$ cat config.mk
export PLATFORM = sky130hd
export DESIGN_NAME = bums_ctrl
export DESIGN_NICKNAME = d
export VERILOG_FILES = /design/src/rtl/bums_pkg.sv /design/src/rtl/bums_ctrl.sv
export SDC_FILE = /design/constraint.sdc
export NUM_CORES = 1
export LEC_CHECK = 0
export BUFFER_PORTS_ARGS = -buffer_cell sky130_fd_sc_hd__buf_2
export CAP_MARGIN = 10
export CORE_AREA = 2 2 39 41
export CTS_BUF_LIST = sky130_fd_sc_hd__clkbuf_4
export CTS_CLUSTER_SIZE = 8
export DETAILED_ROUTE_END_ITERATION = 7
export DIE_AREA = 0 0 41 43
export GPL_TIMING_DRIVEN = 0
export PLACE_DENSITY = 0.49
export SETUP_SLACK_MARGIN = 0.1
export SLEW_MARGIN = 15
export SYNTH_ARGS = -nofsm -noshare
export SYNTH_HDL_FRONTEND = slang
export SYNTH_SLANG_ARGS = --single-unit
export TNS_END_PERCENT = 20
$ cat constraint.sdc
create_clock -name aclk -period 1.45 [get_ports aclk]
set_clock_uncertainty 0.1 [all_clocks]
set_input_delay 0.145 -clock aclk [delete_from_list [all_inputs] [get_ports aclk]]
set_output_delay 0.145 -clock aclk [all_outputs]
set_load 0.02 [all_outputs]
$ cat src/rtl/bums_pkg.sv
// Package for the bottom-up merge sort block: sizes, controller states,
// and the command and status structs between controller and datapath.
// No dependencies.
package bums_pkg;

    localparam int MAX_ITEMS  = 64;
    localparam int DATA_WIDTH = 32;
    localparam int ADDR_W     = $clog2(MAX_ITEMS);
    localparam int CNT_W      = ADDR_W + 1;

    typedef enum logic [2:0] {
        ST_LOAD,
        ST_PASS,
        ST_RUN,
        ST_READ,
        ST_WRITE,
        ST_EMIT_RD,
        ST_EMIT
    } state_t;

    typedef struct packed {
        logic load;        // store input transfer
        logic sort_init;   // width := 1
        logic pass_start;  // lo := 0
        logic pass_end;    // width *= 2, swap banks
        logic run_start;   // set up a, b, o, mid, hi for one merge
        logic merge_wr;    // write one merged element
        logic emit_init;   // emit index := 0
        logic emit_next;   // advance emit index
        logic clear;       // end of set
    } cmd_t;

    typedef struct packed {
        logic pass_more;   // width < count
        logic run_more;    // lo < count
        logic run_end;     // this write finishes the merge
        logic emit_last;   // emit index is the final element
    } status_t;

endpackage

$ cat src/rtl/bums_ctrl.sv
// Controller for the bottom-up merge sort block: load, merge passes, emit.
// Depends on bums_pkg.
module bums_ctrl (
    input  logic              aclk,
    input  logic              aresetn,
    input  logic              s_tvalid,
    input  logic              s_tlast,
    input  logic              m_tready,
    input  bums_pkg::status_t st,
    output logic              s_tready,
    output logic              m_tvalid,
    output bums_pkg::cmd_t    cmd
);
    import bums_pkg::*;

    state_t state_reg, state_next;
    logic   s_xfer, m_xfer;

    assign s_xfer = s_tvalid && (state_reg == ST_LOAD);
    assign m_xfer = m_tready && (state_reg == ST_EMIT);

    always_ff @(posedge aclk) begin
        if (!aresetn) begin
            state_reg <= ST_LOAD;
        end else begin
            state_reg <= state_next;
        end
    end

    always_comb begin
        state_next = state_reg;
        case (state_reg)
            ST_LOAD: begin
                if (s_xfer && s_tlast) state_next = ST_PASS;
            end
            ST_PASS: begin
                state_next = st.pass_more ? ST_RUN : ST_EMIT_RD;
            end
            ST_RUN: begin
                state_next = st.run_more ? ST_READ : ST_PASS;
            end
            ST_READ: begin
                state_next = ST_WRITE;
            end
            ST_WRITE: begin
                state_next = st.run_end ? ST_RUN : ST_READ;
            end
            ST_EMIT_RD: begin
                state_next = ST_EMIT;
            end
            ST_EMIT: begin
                if (m_xfer) state_next = st.emit_last ? ST_LOAD : ST_EMIT_RD;
            end
            default: begin
                state_next = ST_LOAD;
            end
        endcase
    end

    always_comb begin
        cmd      = '0;
        s_tready = 1'b0;
        m_tvalid = 1'b0;
        case (state_reg)
            ST_LOAD: begin
                s_tready      = 1'b1;
                cmd.load      = s_xfer;
                cmd.sort_init = s_xfer && s_tlast;
            end
            ST_PASS: begin
                cmd.pass_start = st.pass_more;
                cmd.emit_init  = !st.pass_more;
            end
            ST_RUN: begin
                cmd.run_start = st.run_more;
                cmd.pass_end  = !st.run_more;
            end
            ST_WRITE: begin
                cmd.merge_wr = 1'b1;
            end
            ST_EMIT: begin
                m_tvalid      = 1'b1;
                cmd.emit_next = m_xfer;
                cmd.clear     = m_xfer && st.emit_last;
            end
            default: begin
            end
        endcase
    end

endmodule

Word level (Yosys, flattened, before mapping)
Cells that the tools add are included.
{ "word_totals": {"elab_cells": 32, "ff_bits": 3, "in_bits": 9, "output_inout_bits": 11} }
{ "op_classes": {"muxes": 15, "n_reduce_logical": 8, "n_eq_ne": 8} }
{ "op_table": {"columns": ["cell", "n"], "rows": [
  ["$pmux W3 S7", 1],
  ["$mux W3", 4],
  ["$eq A3 B3 Y1 const B", 3],
  ["$mux W2", 4],
  ["$eq A3 B2 Y1 const B", 2],
  ["$mux W1", 6],
  ["$logic_and A1 B1 Y1", 4],
  ["$eq A3 B1 Y1 const B", 1],
  ["$logic_not A3 Y1", 1],
  ["$logic_not A1 Y1", 2],
  ["$ne A2 B1 Y1 const B", 1],
  ["$ne A2 B2 Y1 const B", 1],
  ["$reduce_and A2 Y1", 1]
]} }

Depth between registers and ports, before layout
{ "logic_depth": {"depth_word": 5, "mapped_depth": 4, "depth_no_buf": 3} }

Worst setup path after synthesis
Ideal clock, no wire load.
{ "synth_timing": {"path_type": "register -> output", "start": "register state_reg[2]", "end": "output cmd[7] (netlist bit)", "t_arrival_ns": 1.419, "path_buffers": 1, "slack_ns": -0.214, "required_ns": 1.205, "stages_incl_launch_ff": 4, "cell_sequence": "dfxtp_1 -> buf_2 -> nor3_1 -> and3_1"} }
{ "synth_lines": {"columns": ["item", "line", "source"], "rows": [
  ["start, declared", "bums_ctrl.sv:16", "state_t state_reg, state_next;"],
  ["start signal, assigned", "bums_ctrl.sv:26", "state_reg <= state_next;"],
  ["end, declared", "bums_ctrl.sv:12", "output bums_pkg::cmd_t cmd"]
]} }

==> summary.md <==
| Metric | Value |
|---|---|
| Final setup vio count | 0 |
| HP Class | in2reg |
| XOR/XNOR Fraction of Synth Area | 0 |
| Number of global-route vias before repair | 344 |
| Commonest non-fill, non-tap cell in the layout | buf_2 |
| Iteration-0 DRC count of the detailed router | 8 |
| Post-Syn Area | 278 µm² |
| Bufs and invs on worst path | 2 |
| Root Driver | clkbuf_4 |
| Worst skew pair latency | 0.23 ns |
| CTS Hold Buffers Added | 0 |
| Worst-case reg-to-reg path depth | 5 |
| Final hold vios | 0 |
| Maximum clock rate | 690 MHz |
| Largest family of logic cells by synthesized area | simple AND/OR/NAND/NOR gates |
| Hold Crit Start | aresetn |
| Global route overflow | 0 |
| Pint | 406 µW |
| Via count | 370 |
| Mux share of post-synthesis cell area | 0.0541 |
| Fillers | 138 |
| Starting Density | 0.201 |
| Period utilization | 0.999 |
| Pwr Density | 1140 nW/µm² |
| Crit path kind | reg2out |
| Min-Delay Endpoint | state_reg[1] |
| R2R Path Start | state_reg[1] |
| Max Slew Vio Count | 0 |
| Avg Cell Area, Syn | 7.51 µm² |
| Die area | 1760 µm² |
| Worst reg2reg endpoint | state_reg[0] |
| Clock Power Share | 0.255 |
| Worst rel slew slack | 0.818 |
| # DRC | 0 |
| Adder-cell share of the synthesized area | 0 |
| Comb pwr share | 0.557 |
| Gr usage total | 0.115 |
| Area leader, netlist | dfxtp_1 |
| Vias per cell | 4.51 |
| Crit start category | flop |
| Finished Core Util | 0.407 |
| Synth top area share | 0.216 |
| Core area | 1380 µm² |
| #FFs+latches synth | 3 |
| Worst-path cell chain | buf_6 -> nor2b_4 -> and3_4 -> and2_4 -> buf_6 |
| Peak per-stage delay on the critical path | 0.31 ns |
| Drt wl/cell | 10.2 µm |
| Cell mode on critical path | buf_6 |
| Mapped Cells | 37 |
| GP Congestion | 0.731 |
| Simple-Gate Fraction of Synth Area | 0.338 |
| Syn_nets | 46 |
| Ant diodes | 0 |
| Routed Antenna Nets | 0 |
| Synth warn | 0 |
| Complex-gate fraction of the synthesized area | 0.275 |
| Max VDD drop | 617 µV |
| Slew @ Worst Pin | 0.271 ns |
| Commonest non-fill, non-tap cells in the layout | buf_2 (13), buf_6 (8), buf_4 (7) |
| Status | finished clean |
| Die height | 43 µm |
| Critical Path Source | state_reg[2] |
| Psw | 234 µW |
| WL final | 834 µm |
| Pre-antenna DRT Iters | 4 |
| CP arrival | 1.20 ns |
| Max Root-Sink Buffers | 2 |
| Dpl hpwl | 568 µm |
| FP Rows | 14 |
| Final Critical Period | 1.45 ns |
| Hold depth | 2 |
| Required @ worst endpoint | 1.21 ns |
| CTS tree | built |
| Sw Share | 0.366 |
| I/O Buffers | 19 |
| CP max stage cell | dfxtp_2 |
| Largest net degree at the start of global routing | 11 |
| Final #Nets | 76 |
| Area growth syn-to-layout | 103% |
| Final worst slack | 0.000745 ns |
| Largest register FFs | 3 |
| Initial antenna violation count | 0 |
| Die width | 41 µm |
| Share of layout cells above drive strength 1 | 0.712 |
| Max H-tree Level | 1 |
| Post-synthesis cell type count | 21 |
| R2r setup slk | 0.08 ns |
| # clock sinks | 3 |
| CP top delay family | simple AND/OR/NAND/NOR gates |
| CTS Buf Count | 3 |
| P_leak | 0.283 nW |
| First-pass GRT wire length | 1380 µm |
| Nature of the critical path endpoint | output pin |
| Post-synthesis sequential area ratio | 0.216 |
| # IOs | 20 |
| Synth area leaders | dfxtp_1 (22%), and2_1 (6.8%), nand2_1 (6.8%) |
| Sequential share of power | 0.188 |
| Clock transition at the registers of the reported paths | 0.04 ns |
| Dpl ws | 0.0756 ns |
| Max Fanout on Critical Path | 6 |
| Max cap viols | 0 |
| RSZ-0062 raised after global routing | true |
per-layer routing:
metal / part of all wire / vias up / GRT usage / wire length, µm
met5: 0 / - / 0 / 0
met4: 0 / 0 / 0.0800 / 0
met1: 0.39 / 174 / 0.139 / 328
li1: - / 189 / - / -
met2: 0.56 / 7 / 0.175 / 469
met3: 0.042 / 0 / 0.0157 / 35
repair_timing:
action / 4_1_cts / 5_1_grt
setup buffers: 5 / 0
cloned: 1 / 0
resized for setup: 25 / 6
pin swaps: 8 / 4
setup endpoints to repair: 11 / 13
cell families (layout without fill, tap and decap cells):
group,after synthesis,in the layout
multiplexers,1,1
AO/OA/AOI/OAI,9,9
flip-flops,3,3
AND/OR/NAND/NOR,18,18
buffers and inverters,6,35
cell usage after synthesis (all sizes together):
library cell and instances:
a21oi 1, and3 2, o21ai 1, nor3 3, buf 3, nor4 1
a311oi 1, o21a 2, a211o 1, and2 3, nand2 5, inv 3
o22ai 1, nand2b 2, a32o 1, mux2 1, nor2 1, dfxtp 3
nor2b 1, o2111a 1
final cells by class:
class / count / area [µm²] / area share
buffer: 3 / 33.8 / 0.0600
clock buffer: 4 / 30.0 / 0.0533
inverter: 3 / 11.3 / 0.0200
multi-input combinational: 28 / 228 / 0.404
sequential: 3 / 66.3 / 0.118
tap: 16 / 20.0 / 0.0356
timing repair buffer: 25 / 174 / 0.309
worst max path at each step:
stage | to | slack [ns] | cells past startpoint
after floorplan | cmd[5] | 0.02 | 2
after global placement | cmd[0] | 0.07 | 5
after detailed placement | cmd[0] | 0.08 | 5
after CTS | cmd[0] | -0.01 | 5
after global routing | cmd[7] | -0.05 | 4
final | cmd[0] | 0.0007 | 5
stage by stage:
step	cells	instance area [µm²]	hold WS (ns)	total power [mW]	TNS [ns]
6_report	82	563	0.0583	0.639	0
5_1_grt	82	563	0.0682	0.691	-0.176
4_1_cts	82	541	0.0490	0.634	-0.0173
3_5_place_dp	72	398	0.299	0.366	0
3_3_place_gp	72	398	0.299	0.366	0
2_1_floorplan	37	283	0.157	0.295	0
power groups by stage:
stage	logic, mW	clock network [mW]	registers [mW]
after floorplan	0.189	0	0.106
after global placement	0.259	0	0.107
after global routing	0.384	0.184	0.123
final	0.356	0.163	0.120
after detailed placement	0.259	0	0.107
after CTS	0.342	0.176	0.117
Note: power is estimated with default switching activity, not from simulation.
